<file path="src/rtl/core/nps_pkg.sv">
// ----------------------------------------------------------------------------
// nps_pkg
// Types and constants shared by the nearest point search block: request and
// response payloads, the stored point and the beat handed along the cell chain.
// ----------------------------------------------------------------------------
package nps_pkg;

    localparam int MAX_POINTS = 1024;
    localparam int COORD_BITS = 24;

    localparam int IDX_W  = 10;
    localparam int CNT_W  = 11;
    localparam int DIST_W = 50;
    localparam int ADDR_W = (MAX_POINTS > 1) ? $clog2(MAX_POINTS) : 1;
    localparam int SCAN_W = $clog2(MAX_POINTS + 1);
    localparam int MAG_W  = COORD_BITS + 1;
    localparam int SQ_W   = 2 * MAG_W;

    // squared terms whose root is above this value saturate
    localparam logic [63:0] MAG_LIMIT = 64'(1) << 25;
    localparam logic [DIST_W-1:0] DIST_MAX = {DIST_W{1'b1}};

    localparam logic [1:0] ACT_WRITE = 2'd0;
    localparam logic [1:0] ACT_QUERY = 2'd1;
    localparam logic [1:0] ACT_READ  = 2'd2;

    typedef logic signed [COORD_BITS-1:0] coord_t;

    typedef struct packed {
        coord_t x;
        coord_t y;
        coord_t z;
    } point_t;

    typedef struct packed {
        logic [1:0]       action;
        logic [IDX_W-1:0] point_index;
        coord_t           coord_x;
        coord_t           coord_y;
        coord_t           coord_z;
    } req_t;

    typedef struct packed {
        logic              found;
        logic [IDX_W-1:0]  nearest_index;
        logic [DIST_W-1:0] best_distance;
        coord_t            out_x;
        coord_t            out_y;
        coord_t            out_z;
    } rsp_t;

    typedef struct packed {
        logic              first;
        logic              last;
        logic [IDX_W-1:0]  index;
        logic [DIST_W-1:0] partial;
        point_t            point;
        point_t            target;
    } scan_beat_t;

    typedef struct packed {
        logic              done;
        logic [IDX_W-1:0]  best_index;
        logic [DIST_W-1:0] best_dist;
    } min_status_t;

endpackage

</file>
<file path="src/rtl/core/nps_cell.sv">
// ----------------------------------------------------------------------------
// nps_cell
// One distance cell: adds the saturated squared difference of the leading
// axis to the running sum, then rotates the axes for the next cell.
// ----------------------------------------------------------------------------
module nps_cell (
    input  logic                clk,
    input  logic                rst_n,
    input  logic                in_valid,
    input  nps_pkg::scan_beat_t in_beat,
    output logic                out_valid,
    output nps_pkg::scan_beat_t out_beat
);
    import nps_pkg::*;

    logic signed [COORD_BITS:0] diff;
    logic [MAG_W-1:0]           mag_next;
    logic [SQ_W-1:0]            sq;
    logic [DIST_W-1:0]          term_next;
    logic [DIST_W:0]            sum;
    scan_beat_t                 beat3_next;

    logic              s1_valid_reg;
    logic              s2_valid_reg;
    logic              s3_valid_reg;
    scan_beat_t        s1_beat_reg;
    scan_beat_t        s2_beat_reg;
    scan_beat_t        s3_beat_reg;
    logic [MAG_W-1:0]  s1_mag_reg;
    logic [DIST_W-1:0] s2_term_reg;

    always_comb
    begin
        diff = $signed({in_beat.point.x[COORD_BITS-1], in_beat.point.x})
             - $signed({in_beat.target.x[COORD_BITS-1], in_beat.target.x});
        if (diff[COORD_BITS])
        begin
            mag_next = MAG_W'(-diff);
        end
        else
        begin
            mag_next = MAG_W'(diff);
        end
    end

    always_comb
    begin
        sq = SQ_W'(s1_mag_reg) * SQ_W'(s1_mag_reg);
        if ((64'(s1_mag_reg) > MAG_LIMIT) || (64'(sq) > 64'(DIST_MAX)))
        begin
            term_next = DIST_MAX;
        end
        else
        begin
            term_next = DIST_W'(sq);
        end
    end

    always_comb
    begin
        sum = {1'b0, s2_beat_reg.partial} + {1'b0, s2_term_reg};
        beat3_next = s2_beat_reg;
        if (sum[DIST_W])
        begin
            beat3_next.partial = DIST_MAX;
        end
        else
        begin
            beat3_next.partial = sum[DIST_W-1:0];
        end
        // next cell works on the following axis
        beat3_next.point.x  = s2_beat_reg.point.y;
        beat3_next.point.y  = s2_beat_reg.point.z;
        beat3_next.point.z  = s2_beat_reg.point.x;
        beat3_next.target.x = s2_beat_reg.target.y;
        beat3_next.target.y = s2_beat_reg.target.z;
        beat3_next.target.z = s2_beat_reg.target.x;
    end

    always_ff @(posedge clk or negedge rst_n)
    begin
        if (!rst_n)
        begin
            s1_valid_reg <= 1'b0;
            s2_valid_reg <= 1'b0;
            s3_valid_reg <= 1'b0;
        end
        else
        begin
            s1_valid_reg <= in_valid;
            s2_valid_reg <= s1_valid_reg;
            s3_valid_reg <= s2_valid_reg;
        end
    end

    always_ff @(posedge clk)
    begin
        s1_beat_reg <= in_beat;
        s1_mag_reg  <= mag_next;
        s2_beat_reg <= s1_beat_reg;
        s2_term_reg <= term_next;
        s3_beat_reg <= beat3_next;
    end

    assign out_valid = s3_valid_reg;
    assign out_beat  = s3_beat_reg;

endmodule

</file>
<file path="config.mk">
export PLATFORM = sky130hd
export DESIGN_NAME = nps_cell
export DESIGN_NICKNAME = d
export VERILOG_FILES = /design/src/rtl/core/nps_pkg.sv /design/src/rtl/core/nps_cell.sv
export SDC_FILE = /design/constraint.sdc
export NUM_CORES = 2
export LEC_CHECK = 0
export BUFFER_PORTS_ARGS = -buffer_cell sky130_fd_sc_hd__buf_2
export CAP_MARGIN = 40
export CORE_UTILIZATION = 31
export DETAILED_ROUTE_END_ITERATION = 12
export GPL_ROUTABILITY_DRIVEN = 1
export HOLD_SLACK_MARGIN = 0.06
export PLACE_DENSITY = 0.49
export SLEW_MARGIN = 20
export SYNTH_ARGS = -nofsm -noshare
export SYNTH_HDL_FRONTEND = slang
export SYNTH_SLANG_ARGS = --single-unit
</file>
<file path="constraint.sdc">
create_clock -name clk -period 12.9 [get_ports clk]
set_clock_uncertainty 0.15 [all_clocks]
set_input_delay 0.645 -clock clk [delete_from_list [all_inputs] [get_ports clk]]
set_output_delay 0.645 -clock clk [all_outputs]
set_load 0.02 [all_outputs]
</file>
==> results.cfg <==
[synthesis]
synthArstFlopShare_pct = 0.432
avgSynthCellArea_um2 = 10.8
seq_area_frac_synth_pct = 38.1
yosys_warnings = 0
synth_cells = 3394
synth-edff-count = 0
netlist_area_mm2 = 0.0366
synth_ff_type = dfxtp_1
ys_ff_latch = 695
ys_types = 78
syn_nets = 4333

[detailed_routing]
first_pass_iters = 5
drt-total-wl_um = 89600
avgRoutedWirePerCell_um = 15.9
drc = 0
vias_per_cell = 4.28
dr_total_vias = 24100
ant_nets = 0
drtIter0Drc = 1190

[place]
port_buffers = 415
gp_congestion = 0.847
dpl.hpwl_um = 70100

[timing]
final_max_slew_viol_count = 0
post-route-period-util_pct = 62.8
finalSetupViolCount = 0
maxSlewHeadroom_pct = 50.0
final_hold_viol_count = 0
finalCriticalPeriod_ps = 8110
worstMarginPinSlew_ps = 731
max_freq_mhz = 123
tns_ps = 0
rsz0062_at_grt = false

[setup_path]
end_kind = register
cp-start-kind = register
crit_type = reg -> reg
cpMostUsedCell = fa_1
path_max_fanout = 14
crit_slowest_cell = dfxtp_1
path_cells = buf_8 > inv_1 > nor2_1 > fa_1 > fa_1 > inv_1 > fa_1 > inv_1 > fa_1 > fa_1 > fa_1 > fa_1 > ha_1 > a21oi_1 > o21ai_0 > a2111oi_0 > nand3_1 > a31oi_1 > a31oi_1 > and3_1 > o41ai_1 > o21ai_0 > xnor2_1
critPathMaxStageDelay_ps = 710
reg2reg_setup_slack_ps = 4790
r2r_cells = 23
cp_top_family = adder cells
r2r_end = s2_term_reg[47]
crit_required_ps = 13320
arrival_ps = 8530
timing.rr.start = s1_mag_reg[4]
crit_buf_inv = 4

[run_status]
outcome = complete, no violations

[global_routing]
grt_pass1_wl_um = 143000
grt_pass1_vias = 26100
grt_antenna_before_repair = 3
globalRouteOverflowTotal = 0
grt_start_max_net_pins = 50
track_usage_pct = 15.4

[clock_network]
clk_pin_slew_ps = 70
cts_tree = yes
clk-insertion-delay-late_ps = 680
clockRootBuffer = clkbuf_16
cts_sinks = 695
cts_resized = 0
cts_buffers = 76
htreeDepth = 3
cts_max_path_buffers = 3

[floorplanning]
die_w_um = 346
io_pins = 416
die_area_mm2 = 0.119
core_area_mm2 = 0.117
row_count = 125
die_h_um = 346
initial_utilization_pct = 31.4

[finish]
drive_gt1_share_pct = 14.5
nets = 4977
syn_to_final_growth_pct = 23.6

[worst_hold_path]
hold_start = beat3_next[70]
hold_path.class = reg -> reg
holdPathEnd = out_beat[70]
hold_path_depth = 0

[job]
maxCapViolCount = 0
repair_timing:
action	CTS	global route
hold buffers	209	0
hold endpoints to repair	210	0
buffers inserted	0	0
per-layer routing:
| metal | vias to the layer above | global-route usage [%] | part of all wire [%] |
|---|---|---|---|
| met3 | 131 | 4.09 | 6.1 |
| met4 | 0 | 4.84 | 2.7 |
| met5 | - | 0 | 0 |
| li1 | 11800 | - | - |
| met1 | 11500 | 20.0 | 46 |
| met2 | 578 | 24.7 | 45 |
synthesized netlist by cell type (13+ instances only):
cell type / n / area (um^2)
a211oi_1: 13 / 97.6
a21o_1: 72 / 541
a21oi_1: 115 / 576
a31oi_1: 20 / 125
and2_1: 135 / 845
and3_1: 16 / 100
clkbuf_1: 72 / 270
dfxtp_1: 692 / 13900
fa_1: 467 / 9350
ha_1: 263 / 3290
inv_1: 708 / 2660
nand2_1: 255 / 957
nand2b_1: 16 / 100
nand3_1: 25 / 125
nand4_1: 24 / 150
nor2_1: 89 / 334
nor2b_1: 17 / 106
nor3_1: 18 / 90.1
o21a_1: 19 / 143
o21ai_0: 74 / 370
o21bai_1: 17 / 128
xnor2_1: 85 / 744
xor2_1: 46 / 403
logic make-up (layout without fill, tap and decap cells):
logic type      after synthesis  in the layout  synth area share, %
compound gates              409            409                 7.33
xor+xnor                    131            131                 3.14
fa+ha+maj                   730            730                 34.5
buf+inv                     794           1497                 8.27
flops                       695            695                 38.1
mux                           6              6                0.178
other cells                   0              2                    0
simple gates                629            629                 8.48
final cells by class:
type	count	area, um^2
well taps	1524	1910
diodes	2	5.00
flip-flops and latches	695	13900
clock buffers	100	2080
clock inverters	37	533
inverters	708	2660
repair buffers	652	4460
multi-input cells	1905	19700
fillers	11500	71400
metrics by stage:
stage	util (%)	worst slack, ps	std cells	hold slack [ps]	cell area [um^2]
floorplan	-	5480	3394	160	36600
global placement	34.6	4580	5266	160	40400
detailed placement	34.7	4690	5275	162	40500
CTS	38.8	4710	5621	162	45200
global route	38.8	4260	5623	166	45200
finish	38.8	4790	5623	154	45200
how the worst max path moves through the flow:
stage                       start              end  slack (ps)  depth (start not counted)
finish              s1_mag_reg[4]  s2_term_reg[47]        4790                         23
global route        s1_mag_reg[2]  s2_term_reg[47]        4260                         25
CTS                 s1_mag_reg[2]  s2_term_reg[47]        4710                         27
detailed placement  s1_mag_reg[2]  s2_term_reg[47]        4690                         27
global placement    s1_mag_reg[4]  s2_term_reg[47]        4580                         22
floorplan           s1_mag_reg[3]  s2_term_reg[49]        5480                         28
placed cells by master, fill, tap and decap left out, drive strengths merged, types with 19 or more instances in the layout:
cell	synthesis	routed
o21a	19	19
buf	12	443
o21ai	76	76
nand4	24	24
fa	467	467
clkinv	0	19
nor2	89	89
nand3	25	25
clkbuf	74	100
inv	708	718
nand2	255	255
nor3	19	19
a21oi	115	115
ha	263	263
dlygate4sd3	0	209
a21o	74	74
a31oi	20	20
dfxtp	692	692
xor2	46	46
xnor2	85	85
and2	135	135
Power is not shown: default switching activity piles up to over one toggle a cycle in this logic, so the estimate is an artifact.
