`src/rtl/core/nps_pkg.sv`:
```
// ----------------------------------------------------------------------------
// nps_pkg
// Types and constants shared by the nearest point search block: request and
// response payloads, the stored point and the beat handed along the cell chain.
// ----------------------------------------------------------------------------
package nps_pkg;

    localparam int MAX_POINTS = 1024;
    localparam int COORD_BITS = 24;

    localparam int IDX_W  = 10;
    localparam int CNT_W  = 11;
    localparam int DIST_W = 50;
    localparam int ADDR_W = (MAX_POINTS > 1) ? $clog2(MAX_POINTS) : 1;
    localparam int SCAN_W = $clog2(MAX_POINTS + 1);
    localparam int MAG_W  = COORD_BITS + 1;
    localparam int SQ_W   = 2 * MAG_W;

    // squared terms whose root is above this value saturate
    localparam logic [63:0] MAG_LIMIT = 64'(1) << 25;
    localparam logic [DIST_W-1:0] DIST_MAX = {DIST_W{1'b1}};

    localparam logic [1:0] ACT_WRITE = 2'd0;
    localparam logic [1:0] ACT_QUERY = 2'd1;
    localparam logic [1:0] ACT_READ  = 2'd2;

    typedef logic signed [COORD_BITS-1:0] coord_t;

    typedef struct packed {
        coord_t x;
        coord_t y;
        coord_t z;
    } point_t;

    typedef struct packed {
        logic [1:0]       action;
        logic [IDX_W-1:0] point_index;
        coord_t           coord_x;
        coord_t           coord_y;
        coord_t           coord_z;
    } req_t;

    typedef struct packed {
        logic              found;
        logic [IDX_W-1:0]  nearest_index;
        logic [DIST_W-1:0] best_distance;
        coord_t            out_x;
        coord_t            out_y;
        coord_t            out_z;
    } rsp_t;

    typedef struct packed {
        logic              first;
        logic              last;
        logic [IDX_W-1:0]  index;
        logic [DIST_W-1:0] partial;
        point_t            point;
        point_t            target;
    } scan_beat_t;

    typedef struct packed {
        logic              done;
        logic [IDX_W-1:0]  best_index;
        logic [DIST_W-1:0] best_dist;
    } min_status_t;

endpackage

```
`src/rtl/core/nps_min.sv`:
```
// ----------------------------------------------------------------------------
// nps_min
// Running minimum at the end of the cell chain: keeps the best distance and
// its index over one scan, lowest index on a tie.
// ----------------------------------------------------------------------------
module nps_min (
    input  logic                 clk,
    input  logic                 rst_n,
    input  logic                 in_valid,
    input  nps_pkg::scan_beat_t  in_beat,
    input  logic                 clear,
    output nps_pkg::min_status_t status
);
    import nps_pkg::*;

    logic              done_reg;
    logic [IDX_W-1:0]  best_index_reg;
    logic [DIST_W-1:0] best_dist_reg;
    logic              take;

    // strict compare keeps the earlier index on a tie
    assign take = in_valid && (in_beat.first || (in_beat.partial < best_dist_reg));

    always_ff @(posedge clk or negedge rst_n)
    begin
        if (!rst_n)
        begin
            done_reg <= 1'b0;
        end
        else if (clear)
        begin
            done_reg <= 1'b0;
        end
        else if (in_valid && in_beat.last)
        begin
            done_reg <= 1'b1;
        end
    end

    always_ff @(posedge clk)
    begin
        if (take)
        begin
            best_index_reg <= in_beat.index;
            best_dist_reg  <= in_beat.partial;
        end
    end

    assign status.done       = done_reg;
    assign status.best_index = best_index_reg;
    assign status.best_dist  = best_dist_reg;

endmodule

```
`config.mk`:
```
export PLATFORM = sky130hd
export DESIGN_NAME = nps_min
export DESIGN_NICKNAME = d
export VERILOG_FILES = /design/src/rtl/core/nps_pkg.sv /design/src/rtl/core/nps_min.sv
export SDC_FILE = /design/constraint.sdc
export NUM_CORES = 1
export LEC_CHECK = 0
export BUFFER_PORTS_ARGS = -buffer_cell sky130_fd_sc_hd__buf_4
export CELL_PAD_IN_SITES_DETAIL_PLACEMENT = 1
export CELL_PAD_IN_SITES_GLOBAL_PLACEMENT = 1
export CORE_MARGIN = 2
export CORE_UTILIZATION = 29
export CTS_CLUSTER_DIAMETER = 200
export DETAILED_ROUTE_END_ITERATION = 7
export PLACE_DENSITY_LB_ADDON = 0.15
export RECOVER_POWER = 100
export SLEW_MARGIN = 15
export SYNTH_ARGS = -nofsm -noshare
export SYNTH_HDL_FRONTEND = slang
export SYNTH_SLANG_ARGS = --single-unit
```
`constraint.sdc`:
```
create_clock -name clk -period 9.6 [get_ports clk]
set_input_delay 2.4 -clock clk [delete_from_list [all_inputs] [get_ports clk]]
set_output_delay 2.4 -clock clk [all_outputs]
set_load 0.005 [all_outputs]
```
==> run_results.csv, run 1 <==
group,metric,value,unit
worst_setup_path,end_kind,"flip-flop",
clock_network,cts_resized,0,
yosys,synth_area_leader_cell,"edfxtp_1",
flow_run,cap_violations,1,
placed_design,io_buffer_count,126,
grt,globalRouteTotalUtil,0.159,
yosys,netlist_instances,236,
yosys,avgSynthCellArea,13.1,um2
floorplanning,start_util,0.298,
pwr,cellPowerDensity,152,mW/mm2
grt,grt_max_degree,42,
final_layout,final_cell_mix,"clkbuf_1, edfxtp_1, clkbuf_4",
grt,grt_pass1_vias,2555,
drt,drtAntennaViolNets,0,
final_layout,n_fill_cell,1190,
pwr,ir_worst_vdd,0.0534,mV
clock_network,path_clk_slew,70,ps
placed_design,dp_hpwl,7.05,mm
floorplanning,die-area,0.0115,mm2
drt,drt-total-wl,8.61,mm
drt,wl_per_cell,16.7,um
grt,antenna_found_initial,1,
worst_setup_path,critPathLaunchType,"input port",
clock_network,clkSinkCount,61,
timing,rsz0062_at_grt,"false",
final_layout,largest_register_ffs,50,
yosys,yosysWarnings,0,
worst_setup_path,crit_type,"input port to flip-flop",
clock_network,cts_buffer_depth,2,
drt,drtIter0Drc,72,
timing,hold_violations,0,
clock_network,clockRootBuffer,"clkbuf_8",
status,failed_checks,"max-capacitance violations, max-slew violations",
floorplanning,die_y,107,um
floorplanning,ios,271,
grt,grt_pass1_wl,13.5,mm
timing,fin_setup_tns,0,ps
timing,max_freq,161,MHz
final_layout,final_common_cell,"clkbuf_1",
final_layout,syn2layout_area_growth,33.1,%
grt,overflow,0,
min_path,min_path_type,"flip-flop to flip-flop",
floorplanning,die_x,107,um
status,status,"complete, but fails checks",
floorplanning,rows,37,
timing,fin_crit_sh,0.646,
timing,setup_viol,0,
yosys,syn_area,0.00308,mm2
clock_network,cts_max_level,3,
timing,min_period,6200,ps
timing,maxSlewHeadroom,-0.462,
pwr,p_leak,1.80,nW
clock_network,clk_latency,330,ps
drt,viasPerCell,4.55,
drt,drc,0,
final_layout,drive_gt1_frac,0.198,
clock_network,cts_tree,"built",
worst_setup_path,worst_ep_required_time,9560,ps
drt,dr.pass1.iters,4,
clock_network,cts_setup_buffers,0,
clock_network,hold_buffers,0,
floorplanning,core,0.0103,mm2
final_layout,nets,632,
pwr,p_total,0.624,mW
drt,vias,2345,
worst_setup_path,arrival,6160,ps
placed_design,routabilityCongestion,0.751,
yosys,ys_ff_latch,61,
timing,clock_skew,9.08,ps
yosys,syn_nets,495,
timing,drv_slew,21,
worst_setup_path,critPathMaxFanout,41,
clock_network,cts_buffers,9,
yosys,synth_seq_area_share,0.593,
yosys,synth.distinct_cells,30,
yosys,synth_top_area_frac,0.585,
timing,worst_pin_slew,2180,ps
yosys,synthTopCellsByArea,"edfxtp_1, ha_1, inv_1",
==> cell usage after synthesis, drive strengths merged <==
| cell type | number |
|---|---|
| a22o | 1 |
| a31oi | 1 |
| o21a | 2 |
| a21oi | 23 |
| nand3 | 5 |
| dfrtp | 1 |
| a21o | 2 |
| a211oi | 1 |
| and4 | 4 |
| edfxtp | 60 |
| nand2b | 1 |
| a211o | 2 |
| ha | 49 |
| a21boi | 1 |
| o21ai | 5 |
| a221oi | 1 |
| nand2 | 12 |
| o211ai | 1 |
| nor4 | 2 |
| nor3 | 1 |
| inv | 49 |
| nor2 | 2 |
| a221o | 1 |
| buf | 1 |
| o221ai | 1 |
| nand4 | 7 |
==> final cells by class <==
| cell class | count | area (um2) | share of cell area |
|---|---|---|---|
| well taps | 136 | 170 | 0.0415 |
| flip-flops and latches | 61 | 1830 | 0.446 |
| clock inverters | 7 | 42.5 | 0.0104 |
| clock buffers | 9 | 124 | 0.0302 |
| diodes | 1 | 2.50 | 0.000611 |
| repair buffers | 127 | 687 | 0.168 |
| multi-input cells | 125 | 1060 | 0.259 |
| inverters | 49 | 184 | 0.0449 |
==> stage by stage <==
stage	instances	hold slack (ps)	utilization	setup WS (ps)	instance area [um2]
3_5_place_dp	498	526	0.408	4070	4210
2_1_floorplan	236	464	-	2370	3080
5_1_grt	514	597	0.397	3010	4100
3_3_place_gp	498	522	0.408	4100	4210
6_report	515	535	0.397	3400	4100
4_1_cts	514	546	0.424	4410	4380
==> cell families after synthesis <==
| family | synth area share |
|---|---|
| buf+inv | 0.0621 |
| flops | 0.593 |
| fa+ha+maj | 0.199 |
| compound gates | 0.0833 |
| simple gates | 0.0625 |
==> worst max-delay path, cell delays in order <==
cell and delay, ps:
clkbuf_1 90, ha_1 330, a21oi_1 150, o21ai_0 100
a221o_1 350, a21oi_1 160, o21ai_0 140, a31oi_1 1700
buf_4 720
==> routing by layer <==
layer	vias up	share of wire	wire length [um]	global-route usage
li1	1136	-	-	-
met4	0	0.013	110	0.0557
met3	10	0.17	1510	0.130
met2	90	0.38	3260	0.211
met1	1109	0.43	3730	0.189
met5	-	0	0	0
==> report_power, final <==
| part | internal [mW] | switching [mW] |
|---|---|---|
| Combinational | 0.0456 | 0.0576 |
| Sequential | 0.316 | 0.00861 |
| Clock | 0.0916 | 0.105 |
| Total | 0.453 | 0.171 |
==> final timing paths <==
| kind | from | to | slack (ps) | depth (start not counted) |
|---|---|---|---|---|
| setup / recovery | in_beat[157] | best_dist_reg[17] | 3400 | 9 |
| hold / removal | done_reg | done_reg | 540 | 2 |
| setup reg to reg | best_dist_reg[13] | best_dist_reg[17] | 5170 | 9 |
| hold reg to reg | done_reg | done_reg | 540 | 2 |
| max in group asynchronous | rst_n | done_reg | 7670 | 1 |
| min in group asynchronous | rst_n | done_reg | 1850 | 1 |
Note: power is estimated with default switching activity, not from simulation.
==> inputs of run 2 (changes only) <==
- CORE_UTILIZATION: 29 -> 24
- clock period: 9.6 -> 5.55 ns (I/O delays scaled with it)
==> run 2 against run 1 <==
The run still ends with max-capacitance violations, max-slew violations left. Utilization down 4.9 points. Register-to-register slack got worse by 3100 ps. Combinational power rose by 74%. Count of clock-buffer cells in the layout unchanged. Cell count rose by 7.0%. Global-route usage shrank 4.4 points. Setup slack worse by 2100 ps. Sequential cell count stayed put. Critical path depth unchanged. Design area rose by 6.7%. Clock power grew to 3.0 times the previous value. Critical endpoint is now best_dist_reg[19]. Highest routed layer unchanged.
==> run_results.csv, run 2 (synthesis results as in run 1) <==
group,metric,value,unit
status,status,"complete, but fails checks",
status,failed_checks,"max-capacitance violations, max-slew violations",
timing,drv_slew,27,
min_path,holdPathStages,2,
worst_setup_path,reg2reg_slack,2110,ps
timing,maxSlewHeadroom,-0.0456,
clock_network,cts_tree,"built",
drt,drtIter0Drc,58,
grt,grt_pass1_vias,2385,
grt,globalRouteTotalUtil,0.116,
placed_design,io_buffer_count,126,
final_layout,finalInstanceArea,0.00437,mm2
clock_network,hold_buffers,0,
drt,dr.pass1.iters,4,
timing,holdWs,503,ps
placed_design,routabilityCongestion,0.717,
drt,drt-total-wl,7.66,mm
min_path,worstHoldStart,"done_reg",
floorplanning,die_x,117,um
min_path,worstHoldEndpoint,"done_reg",
placed_design,placed_cells,535,
worst_setup_path,end_kind,"flip-flop",
pwr,seqPwrFrac,0.418,
pwr,switching_power,0.317,mW
clock_network,clk_latency,330,ps
pwr,p_clk_frac,0.447,
grt,overflow,0,
placed_design,dp_hpwl,6.10,mm
clock_network,cts_buffer_depth,2,
pwr,ir_worst_vdd,0.133,mV
drt,drtAntennaViolNets,0,
pwr,p_leak,1.93,nW
drt,vias,2291,
pwr,p_int,1.02,mW
timing,clock_skew,5.46,ps
drt,viasPerCell,4.16,
worst_setup_path,reg2reg_from,"best_dist_reg[13]",
timing,rsz0062_at_grt,"false",
drt,wl_per_cell,13.9,um
timing,worst_pin_slew,1570,ps
final_layout,syn2layout_area_growth,42.0,%
final_layout,largest_register_ffs,50,
pwr,swShare,0.237,
placed_design,placed_cell_area,0.00426,mm2
clock_network,clockRootBuffer,"clkbuf_16",
worst_setup_path,r2r-end,"best_dist_reg[19]",
floorplanning,start_util,0.245,
timing,fin_crit_sh,0.761,
min_path,min_path_type,"flip-flop to flip-flop",
timing,max_freq,237,MHz
clock_network,cts_max_level,3,
floorplanning,core,0.0126,mm2
timing,hold_violations,0,
floorplanning,ios,271,
floorplanning,rows,41,
worst_setup_path,worst_ep_required_time,5480,ps
worst_setup_path,critical-path-max-stage-delay,1160,ps
timing,fin_setup_tns,0,ps
clock_network,cts_setup_buffers,0,
worst_setup_path,critPathLaunchType,"input port",
worst_setup_path,arrival,4160,ps
final_layout,nets,633,
worst_setup_path,crit_type,"input port to flip-flop",
floorplanning,die_y,117,um
grt,grt_max_degree,35,
final_layout,final_common_cell,"clkbuf_4",
final_layout,final_util,0.348,
pwr,cellPowerDensity,306,mW/mm2
worst_setup_path,crit_chain,"clkbuf_1 > ha_1 > a21oi_1 > o21ai_1 > a221o_1 > a21oi_1 > o21ai_0 > a31oi_4 > clkbuf_1",
grt,antenna_found_initial,0,
final_layout,diodes,0,
final_layout,drive_gt1_frac,0.245,
drt,drc,0,
worst_setup_path,critPathMaxFanout,26,
clock_network,cts_buffers,9,
final_layout,finalNonFillerCells,551,
flow_run,cap_violations,1,
final_layout,final_cell_mix,"clkbuf_4, edfxtp_1, clkbuf_1",
clock_network,cts_resized,0,
worst_setup_path,reg2regPathDepth,9,
floorplanning,die-area,0.0138,mm2
worst_setup_path,cp_slowest_cell,"clkbuf_1",
grt,grt_pass1_wl,11.7,mm
worst_setup_path,critPathLaunch,"in_beat[157]",
pwr,comb_power_share,0.134,
timing,min_period,4230,ps
timing,setup_viol,0,
clock_network,clkSinkCount,61,
clock_network,path_clk_slew,50,ps
-- run 2: worst max-delay path by stage --
| stage | endpoint | slack [ps] | cells past startpoint |
|---|---|---|---|
| 2_1_floorplan | best_dist_reg[0] | 770 | 7 |
| 3_5_place_dp | best_dist_reg[11] | 1630 | 9 |
| 3_3_place_gp | best_dist_reg[13] | 1620 | 9 |
| 6_report | best_dist_reg[19] | 1320 | 9 |
| 4_1_cts | best_dist_reg[10] | 1980 | 9 |
| 5_1_grt | best_dist_reg[19] | 990 | 9 |
-- run 2: cell type report --
type                    count  area (um2)
clock buffers               9         225
clock inverters             7        90.1
fillers                  1425        8200
inverters                  49         184
multi-input cells         125        1080
flip-flops and latches     61        1830
well taps                 172         215
repair buffers            128         754
-- run 2: layer usage --
| metal | part of all wire | track usage | vias to the layer above |
|---|---|---|---|
| met5 | 0 | 0 | - |
| met2 | 0.41 | 0.166 | 88 |
| li1 | - | - | 1139 |
| met3 | 0.097 | 0.0474 | 10 |
| met1 | 0.47 | 0.148 | 1054 |
| met4 | 0.021 | 0.0635 | 0 |
-- run 2: power by group through the flow --
stage / clock [mW] / sequential, mW / combinational [mW]
after floorplan: 0 / 0.574 / 0.0820
after global placement: 0 / 0.569 / 0.202
after detailed placement: 0 / 0.570 / 0.204
after CTS: 0.621 / 0.561 / 0.206
after global routing: 0.638 / 0.565 / 0.208
final: 0.599 / 0.560 / 0.179
-- run 2: worst max-delay path, delay by kind of cell --
kind | cells | cell delay (ps)
buffers and inverters | 2 | 1250
AOI/OAI and AO/OA | 6 | 1180
adders and majority gates | 1 | 330
-- run 2: stage by stage --
stage | power, mW | setup slack, ps
floorplan | 0.656 | 775
global placement | 0.771 | 1620
detailed placement | 0.775 | 1630
CTS | 1.39 | 1980
global route | 1.41 | 991
finish | 1.34 | 1320
==> inputs of run 3 (changes only) <==
- ABC_AREA: unset -> 1
- clock period: 5.55 -> 3.7 ns (I/O delays scaled with it)
==> run 3 against run 2 <==
Design area is 2.9% higher. Synthesized cell count rose by 26%. Sequential power increased by 50%. First-iteration DRC count rose by 120%. The flow now finishes without violations. Critical endpoint is now best_dist_reg[40]. Global-route usage rose by 0.42 points. Sequential share of layout area shrank 1.2 points. Critical path type unchanged.
==> run_results.csv, run 3 <==
group,metric,value,unit
floorplanning,die_y,120,um
worst_setup_path,crit_chain,"clkbuf_1 > ha_1 > a21oi_1 > o21ai_0 > a21oi_1 > nand2_1 > nor2_1 > nand2_1 > a21oi_4 > clkbuf_2",
timing,rsz0062_at_grt,"false",
yosys,synth_top_family_by_area,"adder cells",
floorplanning,core,0.0132,mm2
clock_network,cts_tree,"built",
final_layout,final_common_cell,"inv_1",
yosys,synth_top_cells_by_count,"inv_1, nand2_1, edfxtp_1",
drt,drt-total-wl,8.06,mm
worst_setup_path,critPathLaunchType,"input port",
placed_design,placed_cell_area,0.00443,mm2
clock_network,hold_buffers,0,
timing,clock_skew,4.98,ps
worst_setup_path,critPathMaxFanout,34,
yosys,synthXorXnorAreaFrac,0,
timing,min_period,2960,ps
yosys,synth_edf_count,60,
worst_setup_path,worst_ep_required_time,3650,ps
yosys,synth_seq_area_share,0.562,
worst_setup_path,end_kind,"flip-flop",
yosys,async_flop_share,0.0164,
yosys,synth.mux.area_fraction,0,
grt,overflow,0,
floorplanning,die_x,120,um
clock_network,clkSinkCount,61,
yosys,synth_top_area_frac,0.554,
placed_design,routabilityCongestion,0.716,
yosys,syn_area,0.00325,mm2
floorplanning,die-area,0.0145,mm2
floorplanning,start_util,0.245,
grt,grtUsageMet1,0.155,
final_layout,diodes,0,
pwr,comb_power_share,0.144,
worst_setup_path,arrival,2920,ps
yosys,avgSynthCellArea,10.9,um2
yosys,synth_compound_area_frac,0.0416,
worst_setup_path,crit_type,"input port to flip-flop",
timing,maxSlewHeadroom,0.385,
worst_setup_path,critical-path-max-stage-delay,720,ps
clock_network,clk_latency,330,ps
timing,hold_violations,0,
flow_run,cap_violations,0,
final_layout,nets,695,
pwr,p_leak,2.15,nW
placed_design,dp_hpwl,6.47,mm
timing,setup_viol,0,
final_layout,drive_gt1_frac,0.211,
clock_network,cts_buffers,9,
drt,wl_per_cell,13.1,um
clock_network,cts_max_level,3,
worst_setup_path,worst_path_dominant_cell_family,"buffers and inverters",
timing,max_freq,338,MHz
yosys,yosys.area_share.simple,0.124,
timing,fin_setup_tns,0,ps
placed_design,io_buffer_count,126,
pwr,switching_power,0.486,mW
worst_setup_path,path_buf_inv,2,
final_layout,final_cell_mix,"inv_1, clkbuf_4, nand2_1",
clock_network,cts_setup_buffers,0,
clock_network,cts_resized,0,
timing,drv_slew,0,
timing,worst_pin_slew,923,ps
yosys,synthAdderAreaFrac,0.189,
timing,fin_crit_sh,0.800,
pwr,cellPowerDensity,434,mW/mm2
grt,grt_pass1_vias,2599,
grt,grt_pass1_wl,13.1,mm
yosys,syn_nets,557,
yosys,synth.distinct_cells,19,
grt,grtUsageMet3,0.0382,
yosys,netlist_instances,298,
grt,use_met2,0.176,
pwr,p_clk_frac,0.424,
grt,globalRouteTotalUtil,0.120,
yosys,yosys.cell_count.top_type,"inv_1",
yosys,yosysWarnings,0,
floorplanning,rows,42,
final_layout,n_fill_cell,1568,
grt,antenna_found_initial,0,
final_layout,syn2layout_area_growth,38.5,%
drt,viasPerCell,4.02,
final_layout,largest_register_ffs,50,
drt,drc,0,
pwr,p_int,1.46,mW
final_layout,final_util,0.340,
drt,dr.pass1.iters,4,
yosys,synth_flop_cell,"edfxtp_1",
pwr,swShare,0.249,
drt,vias,2483,
min_path,min_path_type,"input port to async pin",
worst_setup_path,reg2regPathDepth,10,
yosys,synthTopCellsByArea,"edfxtp_1, ha_1, inv_1",
pwr,ir_worst_vdd,0.148,mV
floorplanning,ios,271,
status,status,"completed",
clock_network,clockRootBuffer,"clkbuf_16",
drt,drtAntennaViolNets,0,
yosys,ys_ff_latch,61,
worst_setup_path,cp_num_cells,10,
yosys,synth_area_leader_cell,"edfxtp_1",
final_layout,finalInstanceArea,0.00450,mm2
worst_setup_path,cp_slowest_cell,"clkbuf_2",
clock_network,cts_buffer_depth,2,
grt,grt_max_degree,35,
pwr,seqPwrFrac,0.432,
clock_network,path_clk_slew,50,ps
drt,drtIter0Drc,126,
grt,busiest_layer,"met2",
pwr,p_total,1.95,mW
==> run 3: cell types whose count changed after synthesis, sizes merged, moves of 2 or more <==
cell / previous run / this run
a211o: 2 / 0
a21o: 2 / 4
a21oi: 23 / 18
and4: 4 / 0
clkinv: 0 / 2
inv: 49 / 68
nand2: 12 / 64
nand4: 7 / 2
nor2: 2 / 19
nor4: 2 / 0
o21a: 2 / 0
o21ai: 5 / 3
==> run 3: cell type report <==
type	count	area, um2	share of cell area
inverters	70	263	0.0584
well taps	176	220	0.0489
clock inverters	5	51.3	0.0114
multi-input cells	166	1160	0.259
clock buffers	11	233	0.0517
repair buffers	128	742	0.165
flip-flops and latches	61	1830	0.406
==> run 3: cells by family after synthesis <==
family / count (synthesis)
buf+inv: 71
simple gates: 92
fa+ha+maj: 49
flops: 61
compound gates: 25
==> run 3: metrics by stage <==
| stage | instances | hold WS [ps] | setup slack, ps |
|---|---|---|---|
| 2_1_floorplan | 298 | 464 | 461 |
| 3_3_place_gp | 601 | 507 | 633 |
| 3_5_place_dp | 601 | 513 | 631 |
| 4_1_cts | 617 | 340 | 984 |
| 5_1_grt | 617 | 366 | 468 |
| 6_report | 617 | 379 | 739 |
==> run 3: path summary, 6_finish.rpt <==
kind / startpoint / end / slack, ps
min: rst_n / done_reg / 380
max in group asynchronous: rst_n / done_reg / 3240
min reg2reg: done_reg / done_reg / 510
min in group clk: done_reg / done_reg / 510
max: in_beat[189] / best_dist_reg[40] / 740
max reg2reg: best_dist_reg[45] / best_dist_reg[40] / 1030
==> run 3: per-layer routing <==
metal	share of wire	routed length (um)	vias up
met5	0	0	-
met2	0.42	3370	96
met3	0.081	655	12
met1	0.48	3830	1121
met4	0.025	204	0
li1	-	-	1254
==> run 3: power groups by stage <==
| stage | registers (mW) | logic [mW] | clock network [mW] |
|---|---|---|---|
| 2_1_floorplan | 0.859 | 0.140 | 0 |
| 3_3_place_gp | 0.855 | 0.317 | 0 |
| 3_5_place_dp | 0.858 | 0.322 | 0 |
| 4_1_cts | 0.844 | 0.325 | 0.856 |
| 5_1_grt | 0.849 | 0.333 | 0.881 |
| 6_report | 0.842 | 0.282 | 0.827 |
